<file path="src/rtl/core/tach_pkg.sv">
// Shared types and constants for the tachometer rpm moving-average unit.
// No dependencies; every other file of the unit refers to this package by scoped names.
package tach_pkg;

	// Field widths of the channels and registers.
	localparam int DATA_W   = 32;
	localparam int ACTION_W = 2;
	localparam int PPR_W    = 8;
	localparam int TICK_W   = 23;

	// Configuration port.
	localparam int CFG_IDX_W  = 1;
	localparam int CFG_DATA_W = 23;
	localparam logic [CFG_IDX_W-1:0] CFG_PULSES_PER_REV = 1'd0;
	localparam logic [CFG_IDX_W-1:0] CFG_TICK_RATE_HZ   = 1'd1;

	// Register reset values.
	localparam logic [PPR_W-1:0]  PPR_RESET  = 8'd1;
	localparam logic [TICK_W-1:0] TICK_RESET = 23'd93750;

	// Action codes of an input word.
	localparam logic [ACTION_W-1:0] ACT_CAPTURE = 2'd0;
	localparam logic [ACTION_W-1:0] ACT_RESTART = 2'd1;
	localparam logic [ACTION_W-1:0] ACT_STOP    = 2'd2;

	// Bringing the speed back from milli-units: for any 32-bit x,
	// x / 1000 equals (x * RPM_RECIP) >> RPM_SHIFT.
	localparam int                 RECIP_W   = 29;
	localparam logic [RECIP_W-1:0] RPM_RECIP = 29'd274877907;
	localparam int                 RPM_SHIFT = 38;

endpackage

</file>
<file path="src/rtl/core/tach_if.sv">
// Channel interfaces of the tachometer unit: capture/command words in, speed words out.
// Depends on tach_pkg for the field widths.
interface tach_evt_if;
	logic                          valid;
	logic                          ready;
	logic [tach_pkg::ACTION_W-1:0] action;
	logic                          status_pending;
	logic [tach_pkg::DATA_W-1:0]   capture_first;
	logic [tach_pkg::DATA_W-1:0]   capture_second;

	modport source (output valid, action, status_pending, capture_first, capture_second,
		input ready);
	modport sink (input valid, action, status_pending, capture_first, capture_second,
		output ready);
endinterface

interface tach_res_if;
	logic                        valid;
	logic                        ready;
	logic                        handled;
	logic                        revolution_done;
	logic [tach_pkg::DATA_W-1:0] rpm_average;

	modport source (output valid, handled, revolution_done, rpm_average, input ready);
	modport sink (input valid, handled, revolution_done, rpm_average, output ready);
endinterface

</file>
<file path="src/rtl/core/tachometer_rpm_moving_average_unit.sv">
// Tachometer rpm moving-average unit: period measurement, rpm conversion, averaging ring.
// Depends on tach_pkg, tach_evt_if / tach_res_if and the shared divider tach_div.
//
// Usage: the evt channel carries one capture event or command word (capture, restart,
// stop); every accepted word returns exactly one word on the res channel holding the
// handled flag, the revolution-done flag and the current averaged rpm.
// Registers pulses_per_rev and tick_rate_hz are written through cfg_wr_en, cfg_index
// and cfg_data; the user writes them only while the unit is idle, which it does not enforce.
// Sequence: commands, ignored events and captures that do not end a revolution with a
// nonzero period go straight to the done state and the output register. A capture that
// ends a revolution runs a pass of the shared one-bit-per-cycle divider (dividend width
// SUM_W = 32 + clog2(FILTER_DEPTH)), the division by 1000, a sum over the filled ring
// entries, a second divider pass for the average and the hand-off through the done state
// to the output register.
// Throughput: one word at a time; evt.ready is high only while the sequencer is idle, so
// the next word can be accepted at the earliest in the same cycle in which the result appears.
// A finished result sits in the output register while the next word is accepted;
// if the receiver stalls, the unit holds its next result in the done state.
// Reset: pulses_per_rev 1, tick_rate_hz 93750, ring empty, average 0, measuring enabled.
module tachometer_rpm_moving_average_unit #(
	parameter int FILTER_DEPTH = 5
) (
	input  logic                            clk,
	input  logic                            arst_n,
	input  logic                            cfg_wr_en,
	input  logic [tach_pkg::CFG_IDX_W-1:0]  cfg_index,
	input  logic [tach_pkg::CFG_DATA_W-1:0] cfg_data,
	tach_evt_if.sink                        evt,
	tach_res_if.source                      res
);
	localparam int DATA_W = tach_pkg::DATA_W;
	localparam int SUM_W  = DATA_W + $clog2(FILTER_DEPTH);
	localparam int CNT_W  = $clog2(FILTER_DEPTH + 1);
	localparam int IDX_W  = (FILTER_DEPTH > 1) ? $clog2(FILTER_DEPTH) : 1;
	localparam int PROD_W = DATA_W + tach_pkg::RECIP_W;

	localparam logic [2:0] ST_IDLE  = 3'd0;
	localparam logic [2:0] ST_DIV1  = 3'd1;
	localparam logic [2:0] ST_SCALE = 3'd2;
	localparam logic [2:0] ST_SUM   = 3'd3;
	localparam logic [2:0] ST_AVG   = 3'd4;
	localparam logic [2:0] ST_DIV3  = 3'd5;
	localparam logic [2:0] ST_DONE  = 3'd6;

	logic [2:0]                  state_q;
	logic [tach_pkg::PPR_W-1:0]  ppr_q;
	logic [tach_pkg::TICK_W-1:0] tick_q;
	logic [tach_pkg::PPR_W-1:0]  pulse_cnt_q;
	logic [DATA_W-1:0]           rev_start_q;
	logic [DATA_W-1:0]           ring_q [FILTER_DEPTH];
	logic [IDX_W-1:0]            ring_idx_q;
	logic [CNT_W-1:0]            fill_q;
	logic [CNT_W-1:0]            sum_idx_q;
	logic [SUM_W-1:0]            sum_q;
	logic [DATA_W-1:0]           avg_q;
	logic [DATA_W-1:0]           scale_q;
	logic                        running_q;
	logic                        handled_q;
	logic                        rev_done_q;
	logic                        res_valid_q;
	logic                        res_handled_q;
	logic                        res_done_q;
	logic [DATA_W-1:0]           res_rpm_q;

	logic                        accept;
	logic                        is_capture;
	logic [tach_pkg::PPR_W-1:0]  pulse_next;
	logic                        rev_end;
	logic [DATA_W-1:0]           end_time;
	logic [DATA_W-1:0]           period;
	logic [DATA_W-1:0]           tick_milli;
	logic [DATA_W-1:0]           div_low;
	logic [DATA_W-1:0]           rpm_milli;
	logic [PROD_W-1:0]           scale_prod;
	logic [DATA_W-1:0]           rpm_val;
	logic                        load_res;

	logic                        div_start;
	logic [SUM_W-1:0]            div_dividend;
	logic [DATA_W-1:0]           div_divisor;
	logic                        div_busy;
	logic                        div_done;
	logic [SUM_W-1:0]            div_quo;

	// Capture decode: pulse step and end-of-revolution test by pulses_per_rev parity.
	always_comb begin
		accept     = evt.valid && evt.ready;
		is_capture = (evt.action == tach_pkg::ACT_CAPTURE) && evt.status_pending && running_q;
		pulse_next = pulse_cnt_q + (ppr_q[0] ? tach_pkg::PPR_W'(1) : tach_pkg::PPR_W'(2));
		rev_end    = (pulse_next >= ppr_q);
		end_time   = ppr_q[0] ? evt.capture_first : evt.capture_second;
		period     = end_time - rev_start_q;
	end

	// Constant scalings by shift and add: tick * 1000 and quotient * 60, both modulo 2^32.
	always_comb begin
		tick_milli = (DATA_W'(tick_q) << 10) - (DATA_W'(tick_q) << 4) - (DATA_W'(tick_q) << 3);
		div_low    = div_quo[DATA_W-1:0];
		rpm_milli  = (div_low << 6) - (div_low << 2);
	end

	// Division of the registered milli-rpm value by 1000 through its reciprocal.
	always_comb begin
		scale_prod = PROD_W'(scale_q) * PROD_W'(tach_pkg::RPM_RECIP);
		rpm_val    = DATA_W'(scale_prod >> tach_pkg::RPM_SHIFT);
	end

	// Operand selection for the shared divider.
	always_comb begin
		div_start    = 1'b0;
		div_dividend = SUM_W'(tick_milli);
		div_divisor  = period;
		unique case (state_q)
			ST_IDLE: begin
				div_start = accept && is_capture && rev_end && (period != '0);
			end
			ST_AVG: begin
				div_start    = 1'b1;
				div_dividend = sum_q;
				div_divisor  = DATA_W'(fill_q);
			end
			default: begin
				div_start = 1'b0;
			end
		endcase
	end

	tach_div #(
		.DVD_W (SUM_W)
	) u_div (
		.clk      (clk),
		.arst_n   (arst_n),
		.start    (div_start),
		.dividend (div_dividend),
		.divisor  (div_divisor),
		.busy     (div_busy),
		.done     (div_done),
		.quotient (div_quo)
	);

	assign evt.ready = (state_q == ST_IDLE);
	assign load_res  = (state_q == ST_DONE) && (!res_valid_q || res.ready);

	// Configuration registers.
	always_ff @(posedge clk or negedge arst_n) begin
		if (!arst_n) begin
			ppr_q  <= tach_pkg::PPR_RESET;
			tick_q <= tach_pkg::TICK_RESET;
		end else if (cfg_wr_en) begin
			unique case (cfg_index)
				tach_pkg::CFG_PULSES_PER_REV: ppr_q  <= cfg_data[tach_pkg::PPR_W-1:0];
				tach_pkg::CFG_TICK_RATE_HZ:   tick_q <= cfg_data[tach_pkg::TICK_W-1:0];
				default: ;
			endcase
		end
	end

	// Sequencer: decode, rpm division and scaling, ring sum, average division, hand-off.
	always_ff @(posedge clk or negedge arst_n) begin
		if (!arst_n) begin
			state_q     <= ST_IDLE;
			pulse_cnt_q <= '0;
			rev_start_q <= '0;
			ring_idx_q  <= '0;
			fill_q      <= '0;
			sum_idx_q   <= '0;
			sum_q       <= '0;
			avg_q       <= '0;
			scale_q     <= '0;
			running_q   <= 1'b1;
			handled_q   <= 1'b0;
			rev_done_q  <= 1'b0;
			res_valid_q <= 1'b0;
		end else begin
			if (load_res) begin
				res_valid_q <= 1'b1;
			end else if (res.ready) begin
				res_valid_q <= 1'b0;
			end
			unique case (state_q)
				ST_IDLE: begin
					if (accept) begin
						handled_q  <= is_capture;
						rev_done_q <= 1'b0;
						if (is_capture && rev_end && (period != '0)) begin
							state_q <= ST_DIV1;
						end else begin
							state_q <= ST_DONE;
						end
						if (is_capture) begin
							if (!rev_end) begin
								pulse_cnt_q <= pulse_next;
							end else begin
								pulse_cnt_q <= '0;
								rev_start_q <= end_time;
							end
						end else if (evt.action == tach_pkg::ACT_RESTART) begin
							ring_idx_q  <= '0;
							fill_q      <= '0;
							pulse_cnt_q <= '0;
							running_q   <= 1'b1;
						end else if (evt.action == tach_pkg::ACT_STOP) begin
							running_q <= 1'b0;
						end
					end
				end
				ST_DIV1: begin
					if (div_done) begin
						scale_q <= rpm_milli;
						state_q <= ST_SCALE;
					end
				end
				ST_SCALE: begin
					ring_idx_q <= (ring_idx_q == IDX_W'(FILTER_DEPTH - 1)) ? '0
						: ring_idx_q + IDX_W'(1);
					if (fill_q != CNT_W'(FILTER_DEPTH)) begin
						fill_q <= fill_q + CNT_W'(1);
					end
					sum_idx_q <= '0;
					sum_q     <= '0;
					state_q   <= ST_SUM;
				end
				ST_SUM: begin
					sum_q     <= sum_q + SUM_W'(ring_q[sum_idx_q[IDX_W-1:0]]);
					sum_idx_q <= sum_idx_q + CNT_W'(1);
					if (sum_idx_q == fill_q - CNT_W'(1)) begin
						state_q <= ST_AVG;
					end
				end
				ST_AVG: begin
					state_q <= ST_DIV3;
				end
				ST_DIV3: begin
					if (div_done) begin
						avg_q      <= div_low;
						rev_done_q <= 1'b1;
						state_q    <= ST_DONE;
					end
				end
				ST_DONE: begin
					if (load_res) begin
						state_q <= ST_IDLE;
					end
				end
				default: begin
					state_q <= ST_IDLE;
				end
			endcase
		end
	end

	// Ring storage: the new speed goes in once it is scaled back from milli-units.
	always_ff @(posedge clk) begin
		if (state_q == ST_SCALE) begin
			ring_q[ring_idx_q] <= rpm_val;
		end
	end

	// Output word register.
	always_ff @(posedge clk) begin
		if (load_res) begin
			res_handled_q <= handled_q;
			res_done_q    <= rev_done_q;
			res_rpm_q     <= avg_q;
		end
	end

	assign res.valid           = res_valid_q;
	assign res.handled         = res_handled_q;
	assign res.revolution_done = res_done_q;
	assign res.rpm_average     = res_rpm_q;

`ifndef SYNTHESIS
	// A completed revolution is always a handled capture.
	assert property (@(posedge clk) disable iff (!arst_n)
		res.valid |-> (!res.revolution_done || res.handled))
		else $error("revolution_done without handled");

	// The divider is only started when it is free.
	assert property (@(posedge clk) disable iff (!arst_n)
		div_start |-> !div_busy)
		else $error("divider started while busy");

	// The fill count never passes the ring depth.
	assert property (@(posedge clk) disable iff (!arst_n)
		fill_q <= CNT_W'(FILTER_DEPTH))
		else $error("fill count beyond ring depth");

	// An accepted word always takes the sequencer out of idle.
	assert property (@(posedge clk) disable iff (!arst_n)
		accept |=> (state_q != ST_IDLE))
		else $error("accepted word did not start the sequencer");
`endif
endmodule

</file>
<file path="src/rtl/core/tach_div.sv">
// Shared restoring divider of the tachometer unit: one quotient bit per clock cycle.
// Depends on tach_pkg for the divisor width.
module tach_div #(
	parameter int DVD_W = 35
) (
	input  logic                        clk,
	input  logic                        arst_n,
	input  logic                        start,
	input  logic [DVD_W-1:0]            dividend,
	input  logic [tach_pkg::DATA_W-1:0] divisor,
	output logic                        busy,
	output logic                        done,
	output logic [DVD_W-1:0]            quotient
);
	localparam int DVS_W = tach_pkg::DATA_W;
	localparam int CNT_W = $clog2(DVD_W + 1);

	logic [CNT_W-1:0] cnt_q;
	logic             busy_q;
	logic             done_q;
	logic [DVS_W-1:0] dvs_q;
	logic [DVS_W-1:0] rem_q;
	logic [DVD_W-1:0] quo_q;
	logic [DVS_W:0]   trial;
	logic [DVS_W+1:0] diff;
	logic             fits;

	// One restoring step: shift in the next dividend bit and try the subtraction.
	always_comb begin
		trial = {rem_q, quo_q[DVD_W-1]};
		diff  = {1'b0, trial} - {2'b00, dvs_q};
		fits  = ~diff[DVS_W+1];
	end

	// Step counter and status.
	always_ff @(posedge clk or negedge arst_n) begin
		if (!arst_n) begin
			cnt_q  <= '0;
			busy_q <= 1'b0;
			done_q <= 1'b0;
		end else begin
			done_q <= 1'b0;
			if (start) begin
				cnt_q  <= CNT_W'(DVD_W);
				busy_q <= 1'b1;
			end else if (busy_q) begin
				cnt_q <= cnt_q - CNT_W'(1);
				if (cnt_q == CNT_W'(1)) begin
					busy_q <= 1'b0;
					done_q <= 1'b1;
				end
			end
		end
	end

	// Partial remainder and quotient shift register.
	always_ff @(posedge clk) begin
		if (start) begin
			dvs_q <= divisor;
			rem_q <= '0;
			quo_q <= dividend;
		end else if (busy_q) begin
			rem_q <= fits ? diff[DVS_W-1:0] : trial[DVS_W-1:0];
			quo_q <= {quo_q[DVD_W-2:0], fits};
		end
	end

	assign busy     = busy_q;
	assign done     = done_q;
	assign quotient = quo_q;
endmodule

</file>
<file path="src/flat_wrapper.sv">
// flat-port wrapper written by rule: the top's interface ports become plain ports
module tachometer_rpm_moving_average_unit_flat 
#(
	parameter int FILTER_DEPTH = 5
)
  (clk, arst_n, cfg_wr_en, cfg_index, cfg_data, evt_valid, evt_action, evt_status_pending, evt_capture_first, evt_capture_second, evt_ready, res_valid, res_handled, res_revolution_done, res_rpm_average, res_ready);
  tach_evt_if evt_i ();
  tach_res_if res_i ();
  input  logic clk;
  input  logic arst_n;
  input  logic cfg_wr_en;
  input  logic [tach_pkg::CFG_IDX_W-1:0] cfg_index;
  input  logic [tach_pkg::CFG_DATA_W-1:0] cfg_data;
  input wire logic [$bits(evt_i.valid)-1:0] evt_valid;
  input wire logic [$bits(evt_i.action)-1:0] evt_action;
  input wire logic [$bits(evt_i.status_pending)-1:0] evt_status_pending;
  input wire logic [$bits(evt_i.capture_first)-1:0] evt_capture_first;
  input wire logic [$bits(evt_i.capture_second)-1:0] evt_capture_second;
  output wire logic [$bits(evt_i.ready)-1:0] evt_ready;
  output wire logic [$bits(res_i.valid)-1:0] res_valid;
  output wire logic [$bits(res_i.handled)-1:0] res_handled;
  output wire logic [$bits(res_i.revolution_done)-1:0] res_revolution_done;
  output wire logic [$bits(res_i.rpm_average)-1:0] res_rpm_average;
  input wire logic [$bits(res_i.ready)-1:0] res_ready;
  assign evt_i.valid = evt_valid;
  assign evt_i.action = evt_action;
  assign evt_i.status_pending = evt_status_pending;
  assign evt_i.capture_first = evt_capture_first;
  assign evt_i.capture_second = evt_capture_second;
  assign evt_ready = evt_i.ready;
  assign res_valid = res_i.valid;
  assign res_handled = res_i.handled;
  assign res_revolution_done = res_i.revolution_done;
  assign res_rpm_average = res_i.rpm_average;
  assign res_i.ready = res_ready;
  tachometer_rpm_moving_average_unit #(.FILTER_DEPTH(FILTER_DEPTH)) u_core (.clk(clk), .arst_n(arst_n), .cfg_wr_en(cfg_wr_en), .cfg_index(cfg_index), .cfg_data(cfg_data), .evt(evt_i), .res(res_i));
endmodule
</file>
<file path="config.mk">
export PLATFORM = sky130hd
export DESIGN_NAME = tachometer_rpm_moving_average_unit_flat
export DESIGN_NICKNAME = d
export VERILOG_FILES = /design/src/rtl/core/tach_pkg.sv /design/src/rtl/core/tach_if.sv /design/src/rtl/core/tachometer_rpm_moving_average_unit.sv /design/src/rtl/core/tach_div.sv /design/src/flat_wrapper.sv
export SDC_FILE = /design/constraint.sdc
export NUM_CORES = 2
export LEC_CHECK = 0
export ABC_AREA = 0
export BUFFER_PORTS_ARGS = -buffer_cell sky130_fd_sc_hd__buf_2
export CAP_MARGIN = 40
export CORE_ASPECT_RATIO = 0.9
export CORE_MARGIN = 3
export CORE_UTILIZATION = 33
export CTS_CLUSTER_SIZE = 28
export DETAILED_ROUTE_END_ITERATION = 16
export SYNTH_ARGS = -nofsm -noshare
export SYNTH_HDL_FRONTEND = slang
export SYNTH_SLANG_ARGS = --single-unit
</file>
<file path="constraint.sdc">
create_clock -name clk -period 9.2 [get_ports clk]
set_input_delay 0.46 -clock clk [delete_from_list [all_inputs] [get_ports clk]]
set_output_delay 0.46 -clock clk [all_outputs]
set_load 0.005 [all_outputs]
</file>
==> out/qor.csv <==
metric,value,unit
rrSetupSlack,1.02,ns
r2r_start,u_core.scale_q[12],
start_kind,register,
drv_slew,0,
skew,0.03517,ns
ff2ff_path_depth,25,
die_h,332.5,um
grt_pass1_wl,162700,um
cts_sinks,440,
async_reset_ff_share,43.64,%
place.gp.congestion,0.9166,
grt-ovfl-total,0,
die_area,0.1226,mm^2
multi_input_area,0.02419,mm^2
cts_root_buf,clkbuf_16,
rr_endpoint,u_core.ring_q[0][21],
grt_pass1_vias,27390,
layout-drive-gt1-share,10.55,%
arrival,8.55,ns
ios,132,
final_nets,4920,
criticalPathCategory,register to register,
post_cts_buffers,0,
final_common_cell,inv_1,
first_pass_iters,5,
drt_wl_total,103800,um
yosysSeqAreaShare,30.56,%
core.rowCount,119,
insertion_delay,0.61,ns
numPortBuffers,131,
critPathMaxFanout,12,
grt_use_total,16.89,%
slew_headroom,38.87,%
mostFrequentLayoutCells,"694 x inv_1, 539 x ha_1, 296 x fa_1",
rsz0062_at_grt,false,
design.core.area,0.1173,mm^2
fillers,11820,
ys_seq_elements,440,
die_w,368.8,um
regArea,0.01195,mm^2
tightest_slew,0.9104,ns
cts_buffer_depth,3,
finalSetupViolCount,0,
h-tree-depth,2,
period_share,88.92,%
routed_via_density,4.919,
maxCapViolCount,0,
yosys-top-cells-area,"ha_1 17%, edfxtp_1 17%, fa_1 15%, dfrtp_1 12%, inv_1 6.7%",
vias,27560,
syn2layout_area_growth,11.18,%
dp_hpwl,84420,um
wl_per_cell,18.53,um
syn_inst,3858,
synth_area,0.03909,mm^2
status,completed,
crit_required,9.57,ns
initial_core_util,33.31,%
synth_ff_type,edfxtp_1,
endpoint_kind,register,
drt_iter0_drc,1852,
syn-num-nets,4789,
final_antenna_net_count,0,
setup_tns,0,ns
diodes,0,
clk_pin_slew,0.06,ns
critPathLaunch,u_core.scale_q[12],
synth_largest_area_cell,ha_1,
syn_area_per_cell,10.13,um^2
synth_edf_count,216,
grt_antenna_before_repair,2,
hp-class,primary input to register,
yosysWarningCount,0,
fmax,122.2,MHz
synth.top_cell.area_share,17.25,%
hold_violations,0,
numCtsBuffers,50,
synth_cell_type_count,91,
drc,0,
finalCriticalPeriod,8.181,ns
crit_end,u_core.ring_q[0][21],
cts_tree,yes,
grt_max_degree,75,
-- final cells by class --
cell class | instances | share of cell area [%]
Clock inverter | 33 | 0.8724
Sequential cell | 440 | 27.50
Inverter | 695 | 6.003
Tap cell | 1573 | 4.529
Timing Repair Buffer | 171 | 2.436
Multi-Input combinational cell | 2631 | 55.66
Clock buffer | 59 | 3.003
-- worst min path at each step --
| stage | startpoint | end | slack [ns] | cells past startpoint |
|---|---|---|---|---|
| 2_1_floorplan | arst_n | u_core.avg_q[0] | 0.16 | 0 |
| 3_3_place_gp | u_core.avg_q[30] | u_core.res.rpm_average[30] | 0.43 | 0 |
| 3_5_place_dp | u_core.avg_q[30] | u_core.res.rpm_average[30] | 0.43 | 0 |
| 4_1_cts | cfg_data[18] | u_core.tick_q[18] | 0.06 | 2 |
| 5_1_grt | cfg_data[17] | u_core.tick_q[17] | 0.07 | 2 |
| 6_report | cfg_data[18] | u_core.tick_q[18] | 0.1 | 2 |
-- cell usage after synthesis, types with 12 or more instances --
library cell,number
dfxtp_1,32
or3_1,13
o22ai_1,18
o31ai_1,13
o211ai_1,21
mux4_2,23
edfxtp_1,216
o21ai_0,210
nand4_1,21
fa_1,296
xor2_1,67
clkbuf_1,60
inv_1,694
buf_1,17
a21o_1,85
nand2b_1,28
nand3_1,53
xnor2_1,96
ha_1,539
a211oi_1,25
mux2_2,86
mux2i_1,16
dfrtp_1,180
nor3_1,58
nor2b_1,23
a211oi_2,20
and2_1,13
nor2_1,183
dfstp_2,12
and3_1,21
a31oi_1,14
nand2_1,276
o21bai_1,22
a21oi_1,204
o21a_1,38
-- worst max-delay path, cell delays in order (launching register included) --
cell and delay, ns:
dfrtp_1 0.80, ha_1 0.38, fa_1 0.45, fa_1 0.54, inv_1 0.05, fa_1 0.52
inv_1 0.05, fa_1 0.52, fa_1 0.44, fa_1 0.55, inv_1 0.06, fa_1 0.54
inv_1 0.05, ha_1 0.33, o21a_1 0.14, nor2_1 0.03, o21ai_0 0.31, nand3_1 0.13
o211ai_1 0.18, o211ai_1 0.11, buf_4 0.22, o31ai_1 0.48, a31oi_1 0.25, o21ai_0 0.31
a21oi_1 0.15, xnor2_1 0.32
-- per-stage QoR --
stage	std cells	hold slack, ns	instance area (um^2)	worst slack (ns)	util (%)
after CTS	5602	0.06495	43460	1.030	37.04
after detailed placement	5509	0.4302	41760	1.097	35.60
after floorplan	3858	0.1644	39090	2.140	-
after global routing	5602	0.07232	43460	0.6358	37.04
after global placement	5501	0.4276	41610	1.210	35.47
final	5602	0.09707	43460	1.019	37.04
-- kinds of logic (layout without fill, tap and decap cells) --
| kind of cell | count (synthesis) | count (layout) | share of synthesized area [%] |
|---|---|---|---|
| xor+xnor | 164 | 164 | 3.694 |
| buf+inv | 787 | 958 | 7.676 |
| simple gates | 734 | 734 | 8.636 |
| mux | 125 | 125 | 4.213 |
| fa+ha+maj | 835 | 835 | 32.41 |
| flops | 440 | 440 | 30.56 |
| compound gates | 773 | 773 | 12.80 |
-- sequential cells by signal, summed over array words and instances (netlist names), 3 cells and up --
signal / cells
u_core.pulse_cnt_q: 8
u_core.ppr_q: 8
u_core.avg_q: 32
u_core.u_div.quotient: 35
u_core.ring_q: 115
u_core.tick_q: 23
u_core.ring_idx_q: 3
u_core.rev_start_q: 32
u_core.sum_q: 35
u_core.u_div.cnt_q: 6
u_core.state_q: 3
u_core.sum_idx_q: 3
u_core.scale_q: 30
u_core.u_div.dvs_q: 32
u_core.u_div.rem_q: 32
u_core.res.rpm_average: 32
u_core.fill_q: 3
-- what timing repair did --
item / in CTS / in global routing
hold buffers: 1 / 0
gates resized for setup: 0 / 0
hold endpoints to repair: 72 / 0
-- routing by layer --
| metal | part of all wire [%] | global-route usage [%] | wire (um) | up-vias |
|---|---|---|---|---|
| met5 | 0.012 | 0 | 12 | - |
| met4 | 1.8 | 3.360 | 1886 | 2 |
| met3 | 5.8 | 2.868 | 6008 | 87 |
| met2 | 42 | 24.48 | 43680 | 594 |
| met1 | 50 | 26.21 | 52190 | 13460 |
| li1 | - | - | - | 13420 |
Power is left out: the tool's default activity adds up to more than one toggle a clock period on the data nets, which glitch-free logic cannot reach.
